===== config.mk =====
export PLATFORM = sky130hd
export DESIGN_NAME = adaptive_check_skip_policy_flat
export DESIGN_NICKNAME = d
export VERILOG_FILES = /design/src/rtl/acsp_pkg.sv /design/src/rtl/acsp_req_if.sv /design/src/rtl/acsp_rsp_if.sv /design/src/rtl/acsp_cfg_if.sv /design/src/rtl/adaptive_check_skip_policy.sv /design/src/rtl/acsp_cfg_regs.sv /design/src/rtl/acsp_ctx_mem.sv /design/src/rtl/acsp_post.sv /design/src/flat_wrapper.sv
export SDC_FILE = /design/constraint.sdc
export NUM_CORES = 2
export LEC_CHECK = 0
export BUFFER_PORTS_ARGS = -buffer_cell sky130_fd_sc_hd__buf_4
export CAP_MARGIN = 0
export CORE_ASPECT_RATIO = 2
export CORE_MARGIN = 5
export CORE_UTILIZATION = 50
export CTS_BUF_LIST = sky130_fd_sc_hd__clkbuf_16
export DETAILED_ROUTE_END_ITERATION = 6
export PLACE_DENSITY = 0.66
export REMOVE_ABC_BUFFERS = 1
export SYNTH_ARGS = -nofsm -noshare
export SYNTH_HDL_FRONTEND = slang
export SYNTH_SLANG_ARGS = --single-unit

===== constraint.sdc =====
create_clock -name clk -period 12.92 [get_ports clk]
set_input_delay 2.584 -clock clk [delete_from_list [all_inputs] [get_ports clk]]
set_output_delay 2.584 -clock clk [all_outputs]
set_load 0.1 [all_outputs]

===== src/rtl/acsp_pkg.sv =====
`timescale 1ns / 1ps
`default_nettype none
package acsp_pkg;

	localparam int WIDTH_BUCKETS = 6;
	localparam int WIDTH_BITS    = 10;
	localparam int FAMILY_BITS   = 2;
	localparam int TOTAL_BITS    = 32;
	localparam int CFG_IDX_BITS  = 3;
	localparam int CFG_DATA_BITS = 17;
	localparam int THR_BITS      = 17;

	localparam logic [WIDTH_BITS-1:0] BUCKET_LIM_0 = 10'd2;
	localparam logic [WIDTH_BITS-1:0] BUCKET_LIM_1 = 10'd4;
	localparam logic [WIDTH_BITS-1:0] BUCKET_LIM_2 = 10'd8;
	localparam logic [WIDTH_BITS-1:0] BUCKET_LIM_3 = 10'd16;
	localparam logic [WIDTH_BITS-1:0] BUCKET_LIM_4 = 10'd32;

	typedef enum logic [CFG_IDX_BITS-1:0] {
		REG_POLICY_ENABLED = 3'd0,
		REG_WARMUP_COUNT   = 3'd1,
		REG_AUDIT_PERIOD   = 3'd2,
		REG_PRIOR_HITS     = 3'd3,
		REG_PRIOR_MISSES   = 3'd4,
		REG_MIN_POSTERIOR  = 3'd5
	} reg_idx_t;

	typedef enum logic {
		CMD_DECIDE = 1'b0,
		CMD_CLEAR  = 1'b1
	} cmd_t;

	typedef struct packed {
		logic                policy_enabled;
		logic [15:0]         warmup_count;
		logic [15:0]         audit_period;
		logic [15:0]         prior_hits;
		logic [15:0]         prior_misses;
		logic [THR_BITS-1:0] min_posterior;
	} cfg_t;

	localparam cfg_t CFG_RESET = '{
		policy_enabled: 1'b1,
		warmup_count:   16'd8,
		audit_period:   16'd64,
		prior_hits:     16'd256,
		prior_misses:   16'd256,
		min_posterior:  17'd32768
	};

	function automatic logic [2:0] bucket_of(input logic [WIDTH_BITS-1:0] w);
		logic [2:0] b;
		b = 3'd0;
		if (w > BUCKET_LIM_0) b = 3'd1;
		if (w > BUCKET_LIM_1) b = 3'd2;
		if (w > BUCKET_LIM_2) b = 3'd3;
		if (w > BUCKET_LIM_3) b = 3'd4;
		if (w > BUCKET_LIM_4) b = 3'd5;
		return b;
	endfunction

	function automatic logic [TOTAL_BITS-1:0] sat_inc_total(input logic [TOTAL_BITS-1:0] c);
		return (&c) ? c : c + 1'b1;
	endfunction

endpackage
`default_nettype wire


===== src/rtl/acsp_req_if.sv =====
`timescale 1ns / 1ps
`default_nettype none
interface acsp_req_if;
	import acsp_pkg::*;

	logic                   valid;
	logic                   ready;
	logic                   command;
	logic [FAMILY_BITS-1:0] gate_family;
	logic [WIDTH_BITS-1:0]  comp_width;
	logic                   compaction_succeeds;

	modport source (output valid, command, gate_family, comp_width,
		compaction_succeeds, input ready);
	modport sink (input valid, command, gate_family, comp_width,
		compaction_succeeds, output ready);
endinterface
`default_nettype wire


===== src/rtl/acsp_rsp_if.sv =====
`timescale 1ns / 1ps
`default_nettype none
interface acsp_rsp_if;
	import acsp_pkg::*;

	logic                  valid;
	logic                  ready;
	logic                  do_check;
	logic                  is_audit;
	logic [TOTAL_BITS-1:0] total_checks;
	logic [TOTAL_BITS-1:0] total_successes;
	logic [TOTAL_BITS-1:0] total_skips;
	logic [TOTAL_BITS-1:0] total_audits;

	modport source (output valid, do_check, is_audit, total_checks, total_successes,
		total_skips, total_audits, input ready);
	modport sink (input valid, do_check, is_audit, total_checks, total_successes,
		total_skips, total_audits, output ready);
endinterface
`default_nettype wire


===== src/rtl/acsp_cfg_if.sv =====
`timescale 1ns / 1ps
`default_nettype none
interface acsp_cfg_if;
	import acsp_pkg::*;

	logic                     valid;
	logic                     ready;
	logic [CFG_IDX_BITS-1:0]  index;
	logic [CFG_DATA_BITS-1:0] data;

	modport source (output valid, index, data, input ready);
	modport sink (input valid, index, data, output ready);
endinterface
`default_nettype wire


===== src/rtl/adaptive_check_skip_policy.sv =====
`timescale 1ns / 1ps
`default_nettype none
// Decides per request whether the costly check runs, learning per context (gate family and
// width bucket) in a context memory with a registered read. The memory is read at the edge
// that accepts a decide request, and the data then passes through the posterior unit (prior
// sums, two half-width products against the threshold, their sum, the compare); after that
// the block decides, writes the context back and registers the result once the output is
// free. A clear request or a request with a family out of range goes through a fast state
// that registers its result once the output is free. Requests are handled one at a time and
// the next one is taken in the cycle after a result is registered, so no new request is
// taken while one is in flight. A finished result waits in the output register while the
// next request is taken. Clearing drops the valid bit of every context entry at once and
// needs no sweep.
module adaptive_check_skip_policy #(
	parameter int FAMILY_COUNT = 3,
	parameter int COUNTER_BITS = 32
) (
	input  wire         clk,
	input  wire         arst_n,
	acsp_req_if.sink    req,
	acsp_rsp_if.source  rsp,
	acsp_cfg_if.sink    cfg
);
	import acsp_pkg::*;

	localparam int CTX_COUNT = FAMILY_COUNT * WIDTH_BUCKETS;
	localparam int AW        = (CTX_COUNT > 1) ? $clog2(CTX_COUNT) : 1;
	localparam int CB        = COUNTER_BITS;

	typedef struct packed {
		logic [CB-1:0] checks;
		logic [CB-1:0] successes;
		logic [CB-1:0] skips;
		logic [CB-1:0] unaudited;
		logic [CB-1:0] audits;
	} ctx_t;

	localparam int DW = $bits(ctx_t);

	typedef enum logic [2:0] {
		ST_IDLE,
		ST_READ,
		ST_WAIT,
		ST_FAST
	} state_t;

	function automatic logic [CB-1:0] bump(input logic [CB-1:0] c);
		return (&c) ? c : c + 1'b1;
	endfunction

	state_t                state_q;
	cfg_t                  regs;
	logic                  cmd_q;
	logic                  ok_q;
	logic [AW-1:0]         idx_q;
	logic                  out_valid_q;
	logic                  do_check_q;
	logic                  is_audit_q;
	logic [TOTAL_BITS-1:0] sum_checks_q, sum_successes_q, sum_skips_q, sum_audits_q;

	logic          accept;
	logic          in_range;
	logic [AW-1:0] idx_d;
	logic [DW-1:0] rd_data;
	ctx_t          ent;
	ctx_t          ent_new;
	logic          post_done;
	logic          post_pass;
	logic          out_free;
	logic          warm;
	logic          audit_due;
	logic          chk_d;
	logic          aud_d;
	logic          wr_en;
	logic          clr;
	logic          emit;

	acsp_cfg_regs u_cfg (
		.clk    (clk),
		.arst_n (arst_n),
		.cfg    (cfg),
		.regs   (regs)
	);

	assign accept   = req.valid && req.ready;
	assign in_range = 32'(req.gate_family) < FAMILY_COUNT;
	assign idx_d    = AW'(32'(req.gate_family) * WIDTH_BUCKETS
		+ 32'(bucket_of(req.comp_width)));

	acsp_ctx_mem #(
		.DEPTH (CTX_COUNT),
		.AW    (AW),
		.DW    (DW)
	) u_mem (
		.clk     (clk),
		.arst_n  (arst_n),
		.rd_en   (accept && req.command == CMD_DECIDE && in_range),
		.rd_addr (idx_d),
		.rd_data (rd_data),
		.wr_en   (wr_en),
		.wr_addr (idx_q),
		.wr_data (DW'(ent_new)),
		.clr     (clr)
	);

	assign ent = ctx_t'(rd_data);

	acsp_post #(
		.CB (CB)
	) u_post (
		.clk          (clk),
		.arst_n       (arst_n),
		.start        (state_q == ST_READ),
		.succ         (ent.successes),
		.chk          (ent.checks),
		.prior_hits   (regs.prior_hits),
		.prior_misses (regs.prior_misses),
		.thr          (regs.min_posterior),
		.done         (post_done),
		.pass         (post_pass)
	);

	assign out_free  = !out_valid_q || rsp.ready;
	assign warm      = ent.checks < CB'(regs.warmup_count);
	assign audit_due = (regs.audit_period != '0) && (ent.unaudited >= CB'(regs.audit_period));
	assign chk_d     = !regs.policy_enabled || warm || audit_due || post_pass;
	assign aud_d     = regs.policy_enabled && !warm && audit_due;
	assign wr_en     = (state_q == ST_WAIT) && post_done && out_free;
	assign clr       = (state_q == ST_FAST) && out_free && (cmd_q == CMD_CLEAR);
	assign emit      = wr_en || ((state_q == ST_FAST) && out_free);

	always_comb begin
		ent_new = ent;
		if (chk_d) begin
			ent_new.checks    = bump(ent.checks);
			ent_new.unaudited = '0;
			if (aud_d) begin
				ent_new.audits = bump(ent.audits);
			end
			if (ok_q) begin
				ent_new.successes = bump(ent.successes);
			end
		end else begin
			ent_new.skips     = bump(ent.skips);
			ent_new.unaudited = bump(ent.unaudited);
		end
	end

	assign req.ready           = (state_q == ST_IDLE);
	assign rsp.valid           = out_valid_q;
	assign rsp.do_check        = do_check_q;
	assign rsp.is_audit        = is_audit_q;
	assign rsp.total_checks    = sum_checks_q;
	assign rsp.total_successes = sum_successes_q;
	assign rsp.total_skips     = sum_skips_q;
	assign rsp.total_audits    = sum_audits_q;

	always_ff @(posedge clk or negedge arst_n) begin
		if (!arst_n) begin
			state_q         <= ST_IDLE;
			cmd_q           <= CMD_DECIDE;
			ok_q            <= 1'b0;
			idx_q           <= '0;
			out_valid_q     <= 1'b0;
			do_check_q      <= 1'b0;
			is_audit_q      <= 1'b0;
			sum_checks_q    <= '0;
			sum_successes_q <= '0;
			sum_skips_q     <= '0;
			sum_audits_q    <= '0;
		end else begin
			if (rsp.ready && !emit) begin
				out_valid_q <= 1'b0;
			end
			unique case (state_q)
				ST_IDLE: begin
					if (accept) begin
						cmd_q <= req.command;
						ok_q  <= req.compaction_succeeds;
						idx_q <= idx_d;
						if (req.command == CMD_CLEAR || !in_range) begin
							state_q <= ST_FAST;
						end else begin
							state_q <= ST_READ;
						end
					end
				end
				ST_READ: begin
					state_q <= ST_WAIT;
				end
				ST_WAIT: begin
					if (post_done && out_free) begin
						out_valid_q <= 1'b1;
						do_check_q  <= chk_d;
						is_audit_q  <= aud_d;
						if (chk_d) begin
							sum_checks_q <= sat_inc_total(sum_checks_q);
							if (aud_d) begin
								sum_audits_q <= sat_inc_total(sum_audits_q);
							end
							if (ok_q) begin
								sum_successes_q <= sat_inc_total(sum_successes_q);
							end
						end else begin
							sum_skips_q <= sat_inc_total(sum_skips_q);
						end
						state_q <= ST_IDLE;
					end
				end
				ST_FAST: begin
					if (out_free) begin
						out_valid_q <= 1'b1;
						is_audit_q  <= 1'b0;
						if (cmd_q == CMD_CLEAR) begin
							do_check_q      <= 1'b0;
							sum_checks_q    <= '0;
							sum_successes_q <= '0;
							sum_skips_q     <= '0;
							sum_audits_q    <= '0;
						end else begin
							do_check_q <= 1'b1;
						end
						state_q <= ST_IDLE;
					end
				end
				default: state_q <= ST_IDLE;
			endcase
		end
	end
endmodule
`default_nettype wire


===== src/rtl/acsp_cfg_regs.sv =====
`timescale 1ns / 1ps
`default_nettype none
module acsp_cfg_regs (
	input  wire            clk,
	input  wire            arst_n,
	acsp_cfg_if.sink       cfg,
	output acsp_pkg::cfg_t regs
);
	import acsp_pkg::*;

	cfg_t regs_q;

	assign cfg.ready = 1'b1;
	assign regs      = regs_q;

	always_ff @(posedge clk or negedge arst_n) begin
		if (!arst_n) begin
			regs_q <= CFG_RESET;
		end else if (cfg.valid) begin
			unique case (cfg.index)
				REG_POLICY_ENABLED: regs_q.policy_enabled <= cfg.data[0];
				REG_WARMUP_COUNT:   regs_q.warmup_count   <= cfg.data[15:0];
				REG_AUDIT_PERIOD:   regs_q.audit_period   <= cfg.data[15:0];
				REG_PRIOR_HITS:     regs_q.prior_hits     <= cfg.data[15:0];
				REG_PRIOR_MISSES:   regs_q.prior_misses   <= cfg.data[15:0];
				REG_MIN_POSTERIOR:  regs_q.min_posterior  <= cfg.data[THR_BITS-1:0];
				default: ;
			endcase
		end
	end
endmodule
`default_nettype wire


===== src/rtl/acsp_ctx_mem.sv =====
`timescale 1ns / 1ps
`default_nettype none
module acsp_ctx_mem #(
	parameter int DEPTH = 18,
	parameter int AW    = 5,
	parameter int DW    = 160
) (
	input  wire           clk,
	input  wire           arst_n,
	input  wire           rd_en,
	input  wire  [AW-1:0] rd_addr,
	output logic [DW-1:0] rd_data,
	input  wire           wr_en,
	input  wire  [AW-1:0] wr_addr,
	input  wire  [DW-1:0] wr_data,
	input  wire           clr
);
	logic [DW-1:0]    mem [DEPTH];
	logic [DW-1:0]    data_q;
	logic             hit_q;
	logic [DEPTH-1:0] vld_q;

	always_ff @(posedge clk) begin
		if (wr_en) begin
			mem[wr_addr] <= wr_data;
		end
		if (rd_en) begin
			data_q <= mem[rd_addr];
		end
	end

	always_ff @(posedge clk or negedge arst_n) begin
		if (!arst_n) begin
			vld_q <= '0;
			hit_q <= 1'b0;
		end else begin
			if (clr) begin
				vld_q <= '0;
			end else if (wr_en) begin
				vld_q[wr_addr] <= 1'b1;
			end
			if (rd_en) begin
				hit_q <= vld_q[rd_addr];
			end
		end
	end

	assign rd_data = hit_q ? data_q : '0;
endmodule
`default_nettype wire


===== src/rtl/acsp_post.sv =====
`timescale 1ns / 1ps
`default_nettype none
module acsp_post #(
	parameter int CB = 32
) (
	input  wire                              clk,
	input  wire                              arst_n,
	input  wire                              start,
	input  wire  [CB-1:0]                    succ,
	input  wire  [CB-1:0]                    chk,
	input  wire  [15:0]                      prior_hits,
	input  wire  [15:0]                      prior_misses,
	input  wire  [acsp_pkg::THR_BITS-1:0]    thr,
	output logic                             done,
	output logic                             pass
);
	import acsp_pkg::*;

	localparam int SW  = CB + 9;
	localparam int TW  = CB + 10;
	localparam int HB  = (TW + 1) / 2;
	localparam int LPW = HB + THR_BITS;
	localparam int HPW = TW - HB + THR_BITS;
	localparam int RW  = TW + THR_BITS;

	logic [CB-1:0]  fail;
	logic [SW-1:0]  s_s1, s_s2, s_s3;
	logic [TW-1:0]  sum_s1;
	logic [LPW-1:0] plo_s2;
	logic [HPW-1:0] phi_s2;
	logic [RW-1:0]  rhs_s3;
	logic           v_s1, v_s2, v_s3;
	logic           done_q, pass_q;

	assign fail = (chk >= succ) ? chk - succ : '0;

	always_ff @(posedge clk) begin
		s_s1   <= SW'(prior_hits) + SW'({succ, 8'd0});
		sum_s1 <= TW'(prior_hits) + TW'({succ, 8'd0}) + TW'(prior_misses) + TW'({fail, 8'd0});
		s_s2   <= s_s1;
		plo_s2 <= LPW'(sum_s1[HB-1:0]) * LPW'(thr);
		phi_s2 <= HPW'(sum_s1[TW-1:HB]) * HPW'(thr);
		s_s3   <= s_s2;
		rhs_s3 <= (RW'(phi_s2) << HB) + RW'(plo_s2);
		if (v_s3) begin
			pass_q <= RW'({s_s3, 16'd0}) >= rhs_s3;
		end
	end

	always_ff @(posedge clk or negedge arst_n) begin
		if (!arst_n) begin
			v_s1   <= 1'b0;
			v_s2   <= 1'b0;
			v_s3   <= 1'b0;
			done_q <= 1'b0;
		end else begin
			v_s1 <= start;
			v_s2 <= v_s1;
			v_s3 <= v_s2;
			if (start) begin
				done_q <= 1'b0;
			end else if (v_s3) begin
				done_q <= 1'b1;
			end
		end
	end

	assign done = done_q;
	assign pass = pass_q;
endmodule
`default_nettype wire

===== src/flat_wrapper.sv =====
// flat-port wrapper written by rule: the top's interface ports become plain ports
module adaptive_check_skip_policy_flat import acsp_pkg::*;
#(
	parameter int FAMILY_COUNT = 3,
	parameter int COUNTER_BITS = 32
)
  (clk, arst_n, req_valid, req_command, req_gate_family, req_comp_width, req_compaction_succeeds, req_ready, rsp_valid, rsp_do_check, rsp_is_audit, rsp_total_checks, rsp_total_successes, rsp_total_skips, rsp_total_audits, rsp_ready, cfg_valid, cfg_index, cfg_data, cfg_ready);
  acsp_req_if req_i ();
  acsp_rsp_if rsp_i ();
  acsp_cfg_if cfg_i ();
  input  wire clk;
  input  wire arst_n;
  input wire logic [$bits(req_i.valid)-1:0] req_valid;
  input wire logic [$bits(req_i.command)-1:0] req_command;
  input wire logic [$bits(req_i.gate_family)-1:0] req_gate_family;
  input wire logic [$bits(req_i.comp_width)-1:0] req_comp_width;
  input wire logic [$bits(req_i.compaction_succeeds)-1:0] req_compaction_succeeds;
  output wire logic [$bits(req_i.ready)-1:0] req_ready;
  output wire logic [$bits(rsp_i.valid)-1:0] rsp_valid;
  output wire logic [$bits(rsp_i.do_check)-1:0] rsp_do_check;
  output wire logic [$bits(rsp_i.is_audit)-1:0] rsp_is_audit;
  output wire logic [$bits(rsp_i.total_checks)-1:0] rsp_total_checks;
  output wire logic [$bits(rsp_i.total_successes)-1:0] rsp_total_successes;
  output wire logic [$bits(rsp_i.total_skips)-1:0] rsp_total_skips;
  output wire logic [$bits(rsp_i.total_audits)-1:0] rsp_total_audits;
  input wire logic [$bits(rsp_i.ready)-1:0] rsp_ready;
  input wire logic [$bits(cfg_i.valid)-1:0] cfg_valid;
  input wire logic [$bits(cfg_i.index)-1:0] cfg_index;
  input wire logic [$bits(cfg_i.data)-1:0] cfg_data;
  output wire logic [$bits(cfg_i.ready)-1:0] cfg_ready;
  assign req_i.valid = req_valid;
  assign req_i.command = req_command;
  assign req_i.gate_family = req_gate_family;
  assign req_i.comp_width = req_comp_width;
  assign req_i.compaction_succeeds = req_compaction_succeeds;
  assign req_ready = req_i.ready;
  assign rsp_valid = rsp_i.valid;
  assign rsp_do_check = rsp_i.do_check;
  assign rsp_is_audit = rsp_i.is_audit;
  assign rsp_total_checks = rsp_i.total_checks;
  assign rsp_total_successes = rsp_i.total_successes;
  assign rsp_total_skips = rsp_i.total_skips;
  assign rsp_total_audits = rsp_i.total_audits;
  assign rsp_i.ready = rsp_ready;
  assign cfg_i.valid = cfg_valid;
  assign cfg_i.index = cfg_index;
  assign cfg_i.data = cfg_data;
  assign cfg_ready = cfg_i.ready;
  adaptive_check_skip_policy #(.FAMILY_COUNT(FAMILY_COUNT), .COUNTER_BITS(COUNTER_BITS)) u_core (.clk(clk), .arst_n(arst_n), .req(req_i), .rsp(rsp_i), .cfg(cfg_i));
endmodule

# Yosys cells after proc, flatten, opt, wreduce, memory -nomap -nowiden
# Memories as Yosys holds them, arrays and structs flattened. A register that Yosys moved wholly into a read port is not among the register bits.
# Index checks and enable logic that the tools add are counted.
[op_classes]
n_addsub = 16
mul = 3
div_mod_pow = 0
n_lt_le_gt_ge = 13
n_eq_ne = 20
n_shift = 0
mux = 64
bitwise = 2
n_reduce_logical = 52
[op_table]
columns = ["operator", "count"]
rows = [
  ["32-bit 2-to-1 mux", 27],
  ["32-bit by 1-bit adder with 32-bit output (second input constant)", 9],
  ["32-bit AND reduction", 9],
  ["32-bit case mux with 2 select lines", 4],
  ["160-bit 2-to-1 mux", 1],
  ["16-bit by 40-bit adder with 41-bit output", 2],
  ["21-bit by 17-bit multiplier with 38-bit output", 2],
  ["64-bit 2-to-1 mux", 1],
  ["59-bit by 38-bit adder with 59-bit output", 1],
  ["57-bit by 59-bit >= comparator with 1-bit output", 1],
  ["41-bit by 16-bit adder with 42-bit output", 1],
  ["42-bit by 40-bit adder with 42-bit output", 1],
  ["18-bit 2-to-1 mux", 2],
  ["32-bit by 16-bit >= comparator with 1-bit output", 1],
  ["32-bit >= comparator", 1],
  ["32-bit by 16-bit < comparator with 1-bit output", 1],
  ["32-bit subtractor", 1],
  ["3-bit 2-to-1 mux", 7],
  ["18-bit bitwise OR", 1],
  ["16-bit nonzero test", 1],
  ["1-bit 2-to-1 mux", 15],
  ["2-bit != test (second input constant)", 7],
  ["2-bit AND reduction", 7],
  ["7-bit AND reduction", 2],
  ["other kinds (27)", 65],
]
[totals]
register_bits = 547
latchBits = 0
ram_bits = 2880
rom_bits = 0
output_inout_bits = 133
word_cells = 202
n_memories = 1
[mem_list]
columns = ["name", "depth", "word_bits", "rd", "rd_ports_with_merged_regs", "wr", "line_no", "source"]
rows = [
  ["u_core.u_mem.mem", 18, 160, 1, 1, 1, "acsp_ctx_mem.sv:18", "logic [DW-1:0] mem [DEPTH];"],
]

# Logic depth before layout (Yosys ltp)
[logic_depth]
word_depth = 9
mapped_depth = 35
ltp_nobuf = 28

# Cells and area by module
# From an unflattened synthesis, not the netlist that was laid out.
[unflattened]
cells_unflattened = 10924
hier_area_um2 = 169136.0
[by_module_without_submodules]
columns = ["mod", "n_inst", "cells_per_inst", "area_each_um2", "seq_area_each_um2"]
rows = [
  ["acsp_ctx_mem", 1, 5023, 116116.4, 91763.0],
  ["acsp_post", 1, 4119, 37285.8, 6135.9],
  ["adaptive_check_skip_policy", 1, 1602, 12572.1, 3503.4],
  ["acsp_cfg_regs", 1, 180, 3161.8, 2059.5],
]

# Worst setup path after synthesis
# No wires, ideal clock.
[synth_path]
kind = "input to register"
start = "input rsp_ready"
end = "memory u_core.u_mem.mem[8][100] (enable)"
setup_time_ns = 0.670
arrival_time_ns = 10.049
t_required_ns = 12.250
setup_slack_ns = 2.201
stages = 6
n_path_buf = 0
cell_sequence = "nand2b_1 nand3_1 or2_2 nor2_1 nand3b_1 nor3_1"
[synth_via]
elab_chain_len = 4
[synth_lines]
columns = ["element", "line_no", "source"]
rows = [
  ["start: declaration", "flat_wrapper.sv:26", "input wire logic [$bits(rsp_i.ready)-1:0] rsp_ready;"],
  ["1-bit logical OR", "adaptive_check_skip_policy.sv:123", "assign out_free = !out_valid_q || rsp.ready;"],
  ["1-bit logical AND", "adaptive_check_skip_policy.sv:128", "assign wr_en = (state_q == ST_WAIT) && post_done && out_free;"],
  ["1-bit 2-to-1 mux", "acsp_ctx_mem.sv:24", "if (wr_en) begin"],
  ["1-bit 2-to-1 mux (not written as such)", "acsp_ctx_mem.sv:25", "mem[wr_addr] <= wr_data;"],
  ["end: declaration", "acsp_ctx_mem.sv:18", ""],
]
# No other way between the ends.

# Worst setup path in the final report
[layout_path]
start = "register u_core.u_mem.hit_q"
end = "register u_core.u_post.sum_s1[41]"
[layout_via]
elab_chain_len = 4
elab_cells_between_ends = 7
[layout_lines]
columns = ["element", "line_no", "source"]
rows = [
  ["start: declaration", "acsp_ctx_mem.sv:20", "logic hit_q;"],
  ["start signal: assignment", "acsp_ctx_mem.sv:43", "hit_q <= vld_q[rd_addr];"],
  ["160-bit 2-to-1 mux (*)", "acsp_ctx_mem.sv:48", "assign rd_data = hit_q ? data_q : '0;"],
  ["16-bit by 40-bit adder with 41-bit output, or another cell as far along", "acsp_post.sv:39", "sum_s1 <= TW'(prior_hits) + TW'({succ, 8'd0}) + TW'(prior_misses) + TW'({fail, 8'd0});"],
  ["41-bit by 16-bit adder with 42-bit output or 32-bit 2-to-1 mux (tied branches)", "acsp_post.sv:39, acsp_post.sv:35", ""],
  ["42-bit by 40-bit adder with 42-bit output (*)", "acsp_post.sv:39", ""],
  ["end signal: assignment", "acsp_post.sv:39", ""],
  ["end: declaration", "acsp_post.sv:28", "logic [TW-1:0] sum_s1;"],
]
# Every way passes the cells marked *; elsewhere a longest branch is shown, timed or not.
# A chain may end at the register's enable or synchronous reset.

==> results.md <==
Worst setup path:
- STA classifies the critical path endpoint as a register.
- The most numerous cell type found on the critical path is fa_1.
- Data on the critical path arrives at its endpoint at 9.28 ns.
- The library cell contributing the largest single delay on the critical path is dfrtp_4.
- Broken down by cell family, the worst path's largest delay share belongs to compound AO/OA/AOI/OAI gates.
- In this run the worst path has a maximum fanout of 35.
- The critical path required time is 13.64 ns.
- The worst path buffer plus inverter count is 4.
- The kind of critical path is register to register.
- In this design, the stage delay of the slowest critical-path cell is 0.72 ns.
- The type of element launching the critical path is a register.

Clocking:
- The number of post-CTS setup repair buffers is 0.
- The number of clock buffers added by TritonCTS is between 200 and 250.
- In this run the number of H-tree levels came out at 4.
- The longest clock path from root to sink contains 4 buffers.
- The clock sink count is 2,370.
- The root buffer cell chosen for the clock tree is clkbuf_16.
- The clock reaches the later pin of the worst-skew pair after 0.89 ns.
- The clock slew seen by the registers of the worst setup and hold paths is ~0.07 ns.
- The TritonCTS clock tree is built.
- The number of hold buffers added after CTS was 0.
- The post-cts sizing count is 0.

Logic synthesis:
- The number of distinct standard cells referenced by the synthesized netlist is slightly above 90.
- Summed over its instances, the top area cell type makes up 45.65% of the synthesized netlist area.
- The area of the mapped netlist is around 120,000 µm².
- The cell count after synthesis is 8,632.
- The register area share after synthesis is 55.77%.
- The most used flip-flop cell after synthesis is edfxtp_1.
- In this run, synthesis produced a sequential element count of roughly 2,400.
- The async set-reset flop share out of synthesis is between 10% and 20%.
- By area the synthesized netlist is led by edfxtp_1 (46%), fa_1 (9.8%), mux4_2 (9.1%).
- Summed over all instances, the cell type with the most area after synthesis is edfxtp_1.
- The count of flip-flops with a built-in enable after synthesis is 1,825.
- The per-instance average area after synthesis is about 14 µm².
- For this run, the number of Yosys warnings is 0.

Timing:
- The final clock period utilization by the worst path is 66.19%.
- Based on the critical path, the design can be clocked at up to ~0.12 GHz.
- Headroom to the max-slew limit came out at 2.405%.
- The number of max-slew violations in the final report was 0.
- The pin slew with the least headroom to its limit is 1.449 ns.
- Adding up every negative setup slack in the final design gives 0 ns.
- The final number of hold-violating endpoints is 0.
- The final critical path time including I/O delays and setup is around 8.6 ns.
- Setup violations remaining at the end of the flow were counted as 0.
- Setup repair after global routing left no endpoint under its margin.
- Final hold analysis gives a worst-case slack of 0.3145 ns.
- The worst clock skew is ~0.073 ns.

Route:
- The count of nets left with antenna violations after detail routing is 0.
- The total number of vias is 71,420.
- After detailed routing, the number of remaining DRC violations is 2.
- The post-detailed-route via-to-cell ratio is 5.879.
- In the final routed layout, each cell accounts on average for 26.01 µm.
- The violation count after the first detailed-routing iteration is 5,826.
- The routed wire length is about 320,000 µm.
- The detailed-router iteration count before antenna repair is 7.

Global route:
- The first global-routing pass estimated 476,000 µm of wire.
- The initial antenna violation count is 8.
- The combined global-route utilization of all metal layers is around a quarter.
- The largest net degree at the start of global routing is 97.
- The via count of the first global-routing pass is 77,140.
- The total congestion overflow after global routing is 0.

Layout:
- The library cells used most frequently in the layout, excluding fill and tap cells, are edfxtp_1 (1,825), inv_1 (946), nand2_1 (940).
- The most frequent standard cell in the layout excluding fill and tap cells is edfxtp_1.
- After the last flow step, the layout net total stands at 9,881.
- The share of final-layout standard cells stronger than drive strength 1 is 14.15%.
- The total of fill cells in the finished design is 19,300.
- The area added between synthesis and finish is 9.977%.
- Cells fill 55.17% of the core in the end.

Floorplan:
- The standard-cell row count is 254.
- In this run the count of I/O pins placed on the die edge is 172.
- Measured along the x axis, the die boundary spans 356.5 µm.
- The overall die height is 703.0 µm.
- The initial core utilization is 50.17%.
- The area enclosed by the die boundary is 250,600 µm².
- After floorplanning, the core was sized to cover 239,300 µm².

Placed design:
- The congestion estimate from routability-driven global placement came to 0.9508.
- The wire-length estimate of the detail-placed layout is 207,500 µm.
- The number of port buffers is 170.

Outcome:
- The run finished, with violations left.
- The checks that failed: design-rule violations.

Run:
- The max-cap check violation count is 0.

Hold path:
- In this run the worst hold path is classified as register to register.
==> final cells by class <==
cell class | instances | area [µm²] | area share, %
flip-flops and latches | 2370 | 66960 | 50.71
multi-input cells | 4966 | 48470 | 36.71
clock buffers | 211 | 5280 | 3.999
well taps | 3200 | 4004 | 3.033
inverters | 914 | 3431 | 2.599
repair buffers | 333 | 2670 | 2.022
clock inverters | 150 | 1206 | 0.9136
diodes | 5 | 12.51 | 0.009477
==> stage by stage <==
step	instance area (µm²)	setup slack, ns	instances
after floorplan	118500	-8.647	8250
after global placement	125500	4.479	11780
after detailed placement	125500	4.386	11780
after CTS	132000	4.377	12140
after global routing	132000	3.719	12150
final	132000	4.368	12150
==> sequential cells by signal, summed over array words and instances (netlist names), 41 cells and up <==
register and cells:
u_core.u_mem.mem 1728, u_core.u_cfg.regs 82, u_core.u_post.s_s1 41, u_core.u_post.rhs_s3 59, u_core.u_post.sum_s1 42, u_core.u_post.s_s2 41
u_core.u_post.s_s3 41, u_core.u_mem.data_q 96
==> worst reg2reg max path: cells and delay by family (launching register included) <==
| family | cells | cell delay, ns |
|---|---|---|
| compound gates | 13 | 3.51 |
| fa+ha+maj | 5 | 1.79 |
| buf+inv | 4 | 1.01 |
| flops | 1 | 0.72 |
| simple gates | 7 | 1.41 |
==> logic make-up (layout without fill, tap and decap cells) <==
family | after synthesis | count (layout) | share of synthesized area, %
flops | 2370 | 2370 | 55.77
simple gates | 2181 | 2181 | 8.720
buf+inv | 1296 | 1608 | 4.146
fa+ha+maj | 1055 | 1055 | 14.68
compound gates | 787 | 787 | 4.011
mux | 661 | 661 | 10.62
xor+xnor | 281 | 281 | 2.050
other cells | 1 | 6 | 0.003124
==> synth_stat cells, drive strengths merged (11+ instances only) <==
cell,number
a211oi,13
a21o,82
a21oi,212
a31oi,19
and2,275
and3,71
and4,14
buf,82
clkbuf,300
dfrtp,239
dfxtp,300
edfxtp,1825
fa,590
ha,464
inv,913
mux2,53
mux2i,123
mux4,485
nand2,940
nand2b,53
nand3,120
nand4,76
nor2,304
nor2b,35
nor3,89
nor3b,11
nor4,52
o211ai,16
o21a,34
o21ai,280
o21bai,17
o31ai,23
or2,14
or3,76
or4,25
xnor2,198
xor2,83
==> metal layers <==
metal / global-route usage, % / part of all wire, % / up-vias
met5: 0 / 0.017 / -
met3: 2.655 / 4.9 / 893
li1: - / - / 30930
met2: 48.09 / 55 / 2541
met1: 27.41 / 33 / 37050
met4: 14.33 / 6.8 / 8
==> final timing paths <==
| kind | start | to | slack, ns | depth (start not counted) |
|---|---|---|---|---|
| max | u_core.u_mem.hit_q | u_core.u_post.sum_s1[41] | 4.37 | 29 |
| min | u_core.u_post.s_s1[7] | u_core.u_post.s_s2[7] | 0.31 | 0 |
| max reg2reg | u_core.u_mem.hit_q | u_core.u_post.sum_s1[41] | 4.37 | 29 |
| min reg2reg | u_core.u_post.s_s1[7] | u_core.u_post.s_s2[7] | 0.31 | 0 |
| max in group asynchronous | arst_n | u_core.rsp.total_skips[4] | 8.92 | 3 |
| min in group asynchronous | arst_n | u_core.u_cfg.regs[34] | 1.64 | 1 |
Power is left out: the tool's default activity adds up to more than one toggle a clock period on the data nets, which glitch-free logic cannot reach.
